[config.mk]
export PLATFORM = sky130hd
export DESIGN_NAME = prescaled_updown_irq_counter
export DESIGN_NICKNAME = d
export VERILOG_FILES = /design/src/design/puic_pkg.sv /design/src/design/puic_ctrl.sv /design/src/design/puic_datapath.sv /design/src/design/prescaled_updown_irq_counter.sv
export SDC_FILE = /design/constraint.sdc
export NUM_CORES = 1
export LEC_CHECK = 0
export ABC_CLOCK_PERIOD_IN_PS = 3700
export BUFFER_PORTS_ARGS = -buffer_cell sky130_fd_sc_hd__buf_4
export CORE_ASPECT_RATIO = 1.75
export CORE_UTILIZATION = 50
export DETAILED_ROUTE_END_ITERATION = 6
export PLACE_DENSITY = 0.72
export SLEW_MARGIN = 20
export SYNTH_ARGS = -nofsm -noshare
export SYNTH_HDL_FRONTEND = slang
export SYNTH_SLANG_ARGS = --single-unit
[constraint.sdc]
create_clock -name clk_i -period 3.7 [get_ports clk_i]
set_input_delay 0.74 -clock clk_i [delete_from_list [all_inputs] [get_ports clk_i]]
set_output_delay 0.74 -clock clk_i [all_outputs]
set_load 0.01 [all_outputs]
[src/design/puic_pkg.sv]
package puic_pkg;

  // what the input word carries, sent on tuser
  typedef enum logic {
    KIND_WRITE = 1'b0,
    KIND_EVENT = 1'b1
  } kind_e;

  // register numbers; 0 and 7 are unused
  typedef enum logic [2:0] {
    REG_NONE_LO = 3'd0,
    REG_MODE    = 3'd1,
    REG_DISABLE = 3'd2,
    REG_ENABLE  = 3'd3,
    REG_LOW     = 3'd4,
    REG_HIGH    = 3'd5,
    REG_KEY     = 3'd6,
    REG_NONE_HI = 3'd7
  } reg_e;

  // counting source, low two bits of the mode byte
  typedef enum logic [1:0] {
    SRC_PPU    = 2'd0,
    SRC_RENDER = 2'd1,
    SRC_OFF_A  = 2'd2,
    SRC_OFF_B  = 2'd3
  } src_e;

  typedef enum logic [1:0] {
    ST_IDLE,
    ST_TICK,
    ST_OUT
  } state_e;

  localparam int unsigned TickW       = 8;
  localparam int unsigned CycW        = 9;
  localparam int unsigned DownBit     = 7;
  localparam int unsigned UpBit       = 6;
  localparam int unsigned ShortBit    = 2;
  localparam logic [7:0]  MaskShort   = 8'h07;
  localparam logic [7:0]  MaskLong    = 8'hFF;
  localparam logic [TickW-1:0] RenderTicks = 8'd8;
  // floor(x/3) == (x*171)>>9 for every 9-bit x
  localparam logic [7:0]  Div3Recip   = 8'd171;
  localparam int unsigned Div3Shift   = 9;

  typedef struct packed {
    logic accept;  // input word taken this cycle
    logic tick;    // apply one counter tick
    logic load;    // copy the finished result into the output register
  } ctrl_cmd_t;

endpackage

[src/design/puic_ctrl.sv]
module puic_ctrl
  import puic_pkg::*;
(
  input  logic             clk_i,
  input  logic             rst_ni,
  input  logic             in_valid_i,
  output logic             in_ready_o,
  output logic             out_valid_o,
  input  logic             out_ready_i,
  input  logic [TickW-1:0] ticks_i,
  output ctrl_cmd_t        cmd_o
);

  state_e           state_q, state_d;
  logic [TickW-1:0] cnt_q, cnt_d;
  logic             out_valid_q, out_valid_d;
  logic             out_free;

  // output register empty or emptied at this edge
  assign out_free    = !out_valid_q || out_ready_i;
  assign out_valid_o = out_valid_q;

  always_ff @(posedge clk_i or negedge rst_ni) begin
    if (!rst_ni) begin
      state_q     <= ST_IDLE;
      cnt_q       <= '0;
      out_valid_q <= 1'b0;
    end else begin
      state_q     <= state_d;
      cnt_q       <= cnt_d;
      out_valid_q <= out_valid_d;
    end
  end

  always_comb begin
    state_d      = state_q;
    cnt_d        = cnt_q;
    in_ready_o   = 1'b0;
    cmd_o.accept = 1'b0;
    cmd_o.tick   = 1'b0;
    cmd_o.load   = 1'b0;
    case (state_q)
      ST_IDLE: begin
        in_ready_o = 1'b1;
        if (in_valid_i) begin
          cmd_o.accept = 1'b1;
          cnt_d        = ticks_i;
          if (ticks_i != '0) begin
            state_d = ST_TICK;
          end else if (out_free) begin
            cmd_o.load = 1'b1;
          end else begin
            state_d = ST_OUT;
          end
        end
      end
      ST_TICK: begin
        cmd_o.tick = 1'b1;
        cnt_d      = cnt_q - 1'b1;
        if (cnt_q == TickW'(1)) begin
          if (out_free) begin
            cmd_o.load = 1'b1;
            state_d    = ST_IDLE;
          end else begin
            state_d = ST_OUT;
          end
        end
      end
      ST_OUT: begin
        // finished result waits for the output register
        if (out_free) begin
          cmd_o.load = 1'b1;
          state_d    = ST_IDLE;
        end
      end
      default: begin
        state_d = ST_IDLE;
      end
    endcase
    out_valid_d = cmd_o.load || (out_valid_q && !out_ready_i);
  end

endmodule

[src/design/puic_datapath.sv]
module puic_datapath
  import puic_pkg::*;
(
  input  logic             clk_i,
  input  logic             rst_ni,
  input  ctrl_cmd_t        cmd_i,
  input  logic             kind_i,
  input  logic [2:0]       reg_index_i,
  input  logic [7:0]       write_data_i,
  input  logic [CycW-1:0]  ppu_cycles_i,
  input  logic             render_both_on_i,
  output logic [TickW-1:0] ticks_o,
  output logic             irq_raise_o,
  output logic [7:0]       count_low_o,
  output logic [7:0]       count_high_o
);

  logic       enable_q, enable_d;
  logic [7:0] mode_q, mode_d;
  logic [7:0] key_q, key_d;
  logic [7:0] presc_q, presc_d;
  logic [7:0] high_q, high_d;
  logic       irq_q, irq_d;
  logic       out_irq_q;
  logic [7:0] out_low_q;
  logic [7:0] out_high_q;

  logic [CycW+7:0] div_prod;
  logic [7:0]      mask;
  logic [7:0]      p_dn, h_dn, p_up, h_up;
  logic            wrap_dn, wrap_up;

  // tick count for an event, zero for writes and when stopped
  assign div_prod = (CycW+8)'(ppu_cycles_i) * (CycW+8)'(Div3Recip);

  always_comb begin
    ticks_o = '0;
    if (kind_e'(kind_i) == KIND_EVENT && enable_q) begin
      case (src_e'(mode_q[1:0]))
        SRC_PPU:    ticks_o = div_prod[Div3Shift +: TickW];
        SRC_RENDER: ticks_o = render_both_on_i ? RenderTicks : '0;
        default:    ticks_o = '0;
      endcase
    end
  end

  // one tick: down step first, then up step
  always_comb begin
    mask    = mode_q[ShortBit] ? MaskShort : MaskLong;
    p_dn    = presc_q;
    h_dn    = high_q;
    wrap_dn = 1'b0;
    if (mode_q[DownBit]) begin
      p_dn = presc_q - 1'b1;
      if ((p_dn & mask) == mask) begin
        h_dn    = high_q - 1'b1;
        wrap_dn = (high_q == 8'h00);
      end
    end
    p_up    = p_dn;
    h_up    = h_dn;
    wrap_up = 1'b0;
    if (mode_q[UpBit]) begin
      p_up = p_dn + 1'b1;
      if ((p_up & mask) == 8'h00) begin
        h_up    = h_dn + 1'b1;
        wrap_up = (h_dn == 8'hFF);
      end
    end
  end

  always_comb begin
    enable_d = enable_q;
    mode_d   = mode_q;
    key_d    = key_q;
    presc_d  = presc_q;
    high_d   = high_q;
    irq_d    = irq_q;
    if (cmd_i.accept) begin
      irq_d = 1'b0;
      if (kind_e'(kind_i) == KIND_WRITE) begin
        case (reg_e'(reg_index_i))
          REG_MODE:    mode_d   = write_data_i;
          REG_DISABLE: enable_d = 1'b0;
          REG_ENABLE:  enable_d = 1'b1;
          REG_LOW:     presc_d  = write_data_i ^ key_q;
          REG_HIGH:    high_d   = write_data_i ^ key_q;
          REG_KEY:     key_d    = write_data_i;
          default:     ;
        endcase
      end
    end else if (cmd_i.tick) begin
      presc_d = p_up;
      high_d  = h_up;
      irq_d   = irq_q | wrap_dn | wrap_up;
    end
  end

  always_ff @(posedge clk_i or negedge rst_ni) begin
    if (!rst_ni) begin
      enable_q <= 1'b0;
      mode_q   <= '0;
      key_q    <= '0;
      presc_q  <= '0;
      high_q   <= '0;
      irq_q    <= 1'b0;
    end else begin
      enable_q <= enable_d;
      mode_q   <= mode_d;
      key_q    <= key_d;
      presc_q  <= presc_d;
      high_q   <= high_d;
      irq_q    <= irq_d;
    end
  end

  // result word, taken from the values the item leaves behind
  always_ff @(posedge clk_i or negedge rst_ni) begin
    if (!rst_ni) begin
      out_irq_q  <= 1'b0;
      out_low_q  <= '0;
      out_high_q <= '0;
    end else if (cmd_i.load) begin
      out_irq_q  <= irq_d;
      out_low_q  <= presc_d;
      out_high_q <= high_d;
    end
  end

  assign irq_raise_o  = out_irq_q;
  assign count_low_o  = out_low_q;
  assign count_high_o = out_high_q;

endmodule

[src/design/prescaled_updown_irq_counter.sv]
// timing: a result is loaded into the output register once its word's ticks are done
//   (0 to 170 ticks: ppu_cycles/3 or 8), as the word is taken if it runs none, and only
//   while that register is free; one tick runs per cycle, and no new word is taken until
//   those ticks are done; the output register lets the next word in while a result waits,
//   and a result finished before the last one is taken holds the counter in a wait state
// reset: rst_ni asynchronous active low; mode, key, enable and counts clear
module prescaled_updown_irq_counter
  import puic_pkg::*;
(
  input  logic        clk_i,
  input  logic        rst_ni,
  input  logic        s_axis_tvalid,
  output logic        s_axis_tready,
  // reg_index[2:0], write_data[10:3], ppu_cycles[19:11], render_both_on[20], zero fill
  input  logic [23:0] s_axis_tdata,
  // kind[0]
  input  logic        s_axis_tuser,
  output logic        m_axis_tvalid,
  input  logic        m_axis_tready,
  // irq_raise[0], count_low[8:1], count_high[16:9], zero fill
  output logic [23:0] m_axis_tdata
);

  ctrl_cmd_t        cmd;
  logic [TickW-1:0] ticks;
  logic             irq_raise;
  logic [7:0]       count_low;
  logic [7:0]       count_high;

  // sequencer: takes the word, then steps the tick count down one per cycle
  puic_ctrl u_ctrl (
    .clk_i       (clk_i),
    .rst_ni      (rst_ni),
    .in_valid_i  (s_axis_tvalid),
    .in_ready_o  (s_axis_tready),
    .out_valid_o (m_axis_tvalid),
    .out_ready_i (m_axis_tready),
    .ticks_i     (ticks),
    .cmd_o       (cmd)
  );

  // registers, tick count decode and the down/up step logic
  puic_datapath u_datapath (
    .clk_i            (clk_i),
    .rst_ni           (rst_ni),
    .cmd_i            (cmd),
    .kind_i           (s_axis_tuser),
    .reg_index_i      (s_axis_tdata[2:0]),
    .write_data_i     (s_axis_tdata[10:3]),
    .ppu_cycles_i     (s_axis_tdata[19:11]),
    .render_both_on_i (s_axis_tdata[20]),
    .ticks_o          (ticks),
    .irq_raise_o      (irq_raise),
    .count_low_o      (count_low),
    .count_high_o     (count_high)
  );

  // result registers hold steady while the result word waits
  assign m_axis_tdata = {7'd0, count_high, count_low, irq_raise};

endmodule

==> results by group <==
Yosys
  – Synth Warn #: 0
  – Synth top cells by count: dfrtp_1 (59), ha_1 (52), inv_1 (32), nand2_1 (32)
  – Compound-gate portion of the synthesized area: 14.11%
  – Avg Inst Size Synth: 9.824 µm²
  – Sequential share of the synthesized area: 28.96%
  – Post-Syn Area: 5099 µm²
  – EDFF count, synth: 0
  – Post-synthesis simple-gate area fraction: 17.13%
  – Mux cell area share after synthesis: 7.828%
  – Area contributors post-synth: dfrtp_1 (29%), ha_1 (13%), mux2_2 (6.2%)
  – Top cell type's share of synthesized area: 28.96%
  – Top-count cell post-synth: dfrtp_1
  – Cell count after synthesis: 519
  – Post-Synth Adder-Cell Area: 18.65%
  – Area leader, netlist: dfrtp_1
  – Top_reg_cell synth: dfrtp_1
  – Xor and xnor area share after synthesis: 6.699%
  – FF+latch count, synth: 59
  – Async S/R FF share, synth: 100.0%
  – Netlist cell types: 77
  – Largest family of logic cells by synthesized area: adder cells

Global route
  – Met3 Use GR: 3.232%
  – Grt met2 use: 53.56%
  – Largest net degree at the start of global routing: 60
  – Initial antenna violation count: 0
  – Vias in the first global route: 4740
  – Most Crowded Layer GR: met2
  – Gr usage total: 27.20%
  – First-pass GRT wire length: 22110 µm
  – Met1 usage: 25.38%
  – Total gr overflow: 0

Routing
  – Final WL: 13590 µm
  – Vias: 4402
  – Initial DRC count: 318
  – Number of vias per cell: 5.885
  – Wire per inst: 18.17 µm
  – Number of iterations in the first detailed-routing pass: 5
  – Post-DRT Antenna Nets: 0
  – Residual DRC count: 0

Floorplan
  – Std-Cell Rows: 48
  – Initial Util: 51.45%
  – Die area: 10620 µm²
  – Core Footprint: 9910 µm²
  – Die Span X: 78.34 µm
  – Die height: 135.6 µm
  – # IOs: 55

Timing
  – Worst Tran Pin Value: 0.7415 ns
  – Total negative slack: -21.12 ns
  – Final setup violation count: 27
  – Slew HR: 50.57%
  – Clock Skew: 0.008078 ns
  – Worst Setup Slack, final: -1.084 ns
  – Final hold slack: 0.4600 ns
  – RSZ-0062 raised after global routing: yes
  – Final Hold Fails: 0
  – Tmin final: 4.784 ns
  – Final period util: 129.3%
  – FMAX: 209.1 MHz
  – Final max-slew violation count: 0

Placed design
  – Placed Instance Area: 5864 µm²
  – Total instance count after detailed placement: 723
  – DP Wirelength: 10380 µm
  – GPL Wtd Cong: 0.9508
  – IO buf count: 44

Critical path
  – RR Endpoint: u_datapath.count_high_o[6]$_DFFE_PN0P_
  – Worst Setup EP: u_datapath.count_high_o[7]$_DFFE_PN0P_
  – CP Data Arrival Time: 5.00 ns
  – Worst Path Required: 3.92 ns
  – CP Class: input pin to register
  – CP max FO: 9
  – Crit path launch type: input pin
  – FF-to-FF Start: u_datapath.presc_q[0]$_DFF_PN0_
  – R2r setup slk: -0.03 ns
  – CP startpoint: s_axis_tdata[12]
  – Reg2Reg Depth: 14
  – Worst Setup End Kind: register

Clock tree
  – Worst-skew pair later-pin latency: 0.34 ns
  – Clock Sinks: 59
  – CTS tree: built
  – Clk Tree Root Cell: clkbuf_16
  – CTS Buf Count: 9
  – CTS H-Tree Depth: 3
  – Clk buf depth: 2
  – CTS clk-pin slew, worst paths: 0.05 ns

Run status
  – Outcome: finished with violations
  – Failing checks: negative setup slack

Power and ir drop
  – Worst vdd ir: 0.3635 mV
  – Leak: 2.952 nW
  – Power Dens Cells: 455.6 nW/µm²

Cells and area
  – Area delta synth->final: 27.68%
  – Fill cells: 789
  – Layout cells sized above 1: 33.07%
  – Final nets: 716
  – # diodes: 0
  – Design area: 6510 µm²
  – Final non-filler cell total: 748
  – Fin util: 65.69%

Run
  – Max-cap violation count: 0

Worst hold path
  – Worst Hold Class: input pin to asynchronous set/reset pin
## critical path: stages
cell and delay, ns:
buf_8 0.10, ha_4 0.24, fa_1 0.55, fa_1 0.43, fa_1 0.49, ha_4 0.30, o211ai_1 0.16, a21boi_4 0.21
a21oi_2 0.07, buf_6 0.15, o31ai_4 0.23, mux2i_2 0.11, a211o_1 0.27, o31a_1 0.31, nand2b_4 0.18, buf_12 0.16
mux2_4 0.30
## power breakdown
group | leakage [nW] | internal (W) | switching, W
registers | 0.658 | 0.000667 | 0.0000121
clock network | 0.151 | 0.000566 | 0.000281
logic | 2.14 | 0.000732 | 0.000707
total | 2.95 | 0.00197 | 0.00100
## sequential cells by signal (all words and copies together), names as in the netlist
signal and count:
u_datapath.count_high_o 8, u_datapath.mode_q 5, u_datapath.count_low_o 8, u_ctrl.cnt_q 8, u_datapath.irq_raise_o 1, u_datapath.irq_q 1
u_ctrl.out_valid_o 1, u_datapath.enable_q 1, u_ctrl.state_q 2, u_datapath.high_q 8, u_datapath.key_q 8, u_datapath.presc_q 8
## worst min-delay path by stage
stage	from	to	slack, ns	depth (start not counted)
after detailed placement	u_datapath.count_low_o[7]$_DFFE_PN0P_	u_datapath.count_low_o[7]$_DFFE_PN0P_	0.50	1
after global routing	u_datapath.count_high_o[3]$_DFFE_PN0P_	u_datapath.count_high_o[3]$_DFFE_PN0P_	0.53	1
after CTS	rst_ni	u_datapath.presc_q[6]$_DFF_PN0_	0.50	1
final	rst_ni	u_datapath.count_high_o[0]$_DFFE_PN0P_	0.46	1
after floorplan	rst_ni	u_ctrl.cnt_q[0]$_DFFE_PN0P_	0.44	0
after global placement	u_datapath.mode_q[1]$_DFFE_PN0P_	u_datapath.mode_q[1]$_DFFE_PN0P_	0.48	1
## logic make-up after synthesis
| family | Yosys count |
|---|---|
| other | 1 |
| AO/OA/AOI/OAI | 96 |
| adder cells (fa/ha/maj) | 67 |
| buffers and inverters | 61 |
| XOR/XNOR | 39 |
| multiplexers | 36 |
| AND/OR/NAND/NOR | 160 |
| flip-flops | 59 |
## cells in the final DEF, fill, tap and decap left out, types with 3 or more instances in the layout
master     instances
nand4_1            4
mux2i_1            4
xor2_1            13
or4_1              6
o221ai_2           3
and2_1             4
a22oi_1            4
o31a_1             4
nor2_1            26
xnor2_2            3
buf_4            105
mux2_4            10
clkbuf_16          9
dfrtp_1           59
clkbuf_8           3
nor4_1             7
nand2b_1           8
a21oi_1            7
a21o_1             3
nand3b_1           4
mux2_2            21
xnor2_1           21
or2_2              3
nand2_2            4
conb_1             7
buf_6              5
nor3_1            14
ha_1              48
o21ai_0           17
o211ai_1           9
nand2_1           28
fa_1              15
a21oi_2            4
or3_1             14
o221ai_1          10
inv_1             31
ha_4               3
nand3_1           14
## through the flow
| stage | total power [W] | setup WS [ns] |
|---|---|---|
| 4_1_cts | 0.002813 | -1.062 |
| 5_1_grt | 0.003124 | -1.207 |
| 3_3_place_gp | 0.001765 | -1.396 |
| 2_1_floorplan | 0.001382 | -1.235 |
| 6_report | 0.002966 | -1.084 |
| 3_5_place_dp | 0.001805 | -1.555 |
## repair_timing
item,in CTS,in global routing
hold buffers,0,0
endpoints found under the hold margin,0,0
pin swaps,11,12
setup endpoints to repair,28,28
setup buffers,6,6
gates cloned,1,0
gates resized for setup,33,17
## per-layer routing
metal  part of all wire, %  wire (µm)
met3                   3.2        430
met5                     0          0
met4                   6.0        819
met1                    33       4467
met2                    58       7873
## cell type report
| cell class | instances | area [µm²] | share of cell area [%] |
|---|---|---|---|
| Multi-Input combinational cell | 405 | 3548 | 54.51 |
| Sequential cell | 59 | 1476 | 22.68 |
| Timing Repair Buffer | 113 | 907.1 | 13.93 |
| Clock buffer | 12 | 266.5 | 4.094 |
| Tap cell | 125 | 156.4 | 2.402 |
| Inverter | 32 | 120.1 | 1.845 |
| Clock inverter | 2 | 35.03 | 0.5382 |
No activity file was read; power rests on OpenSTA's default activity.
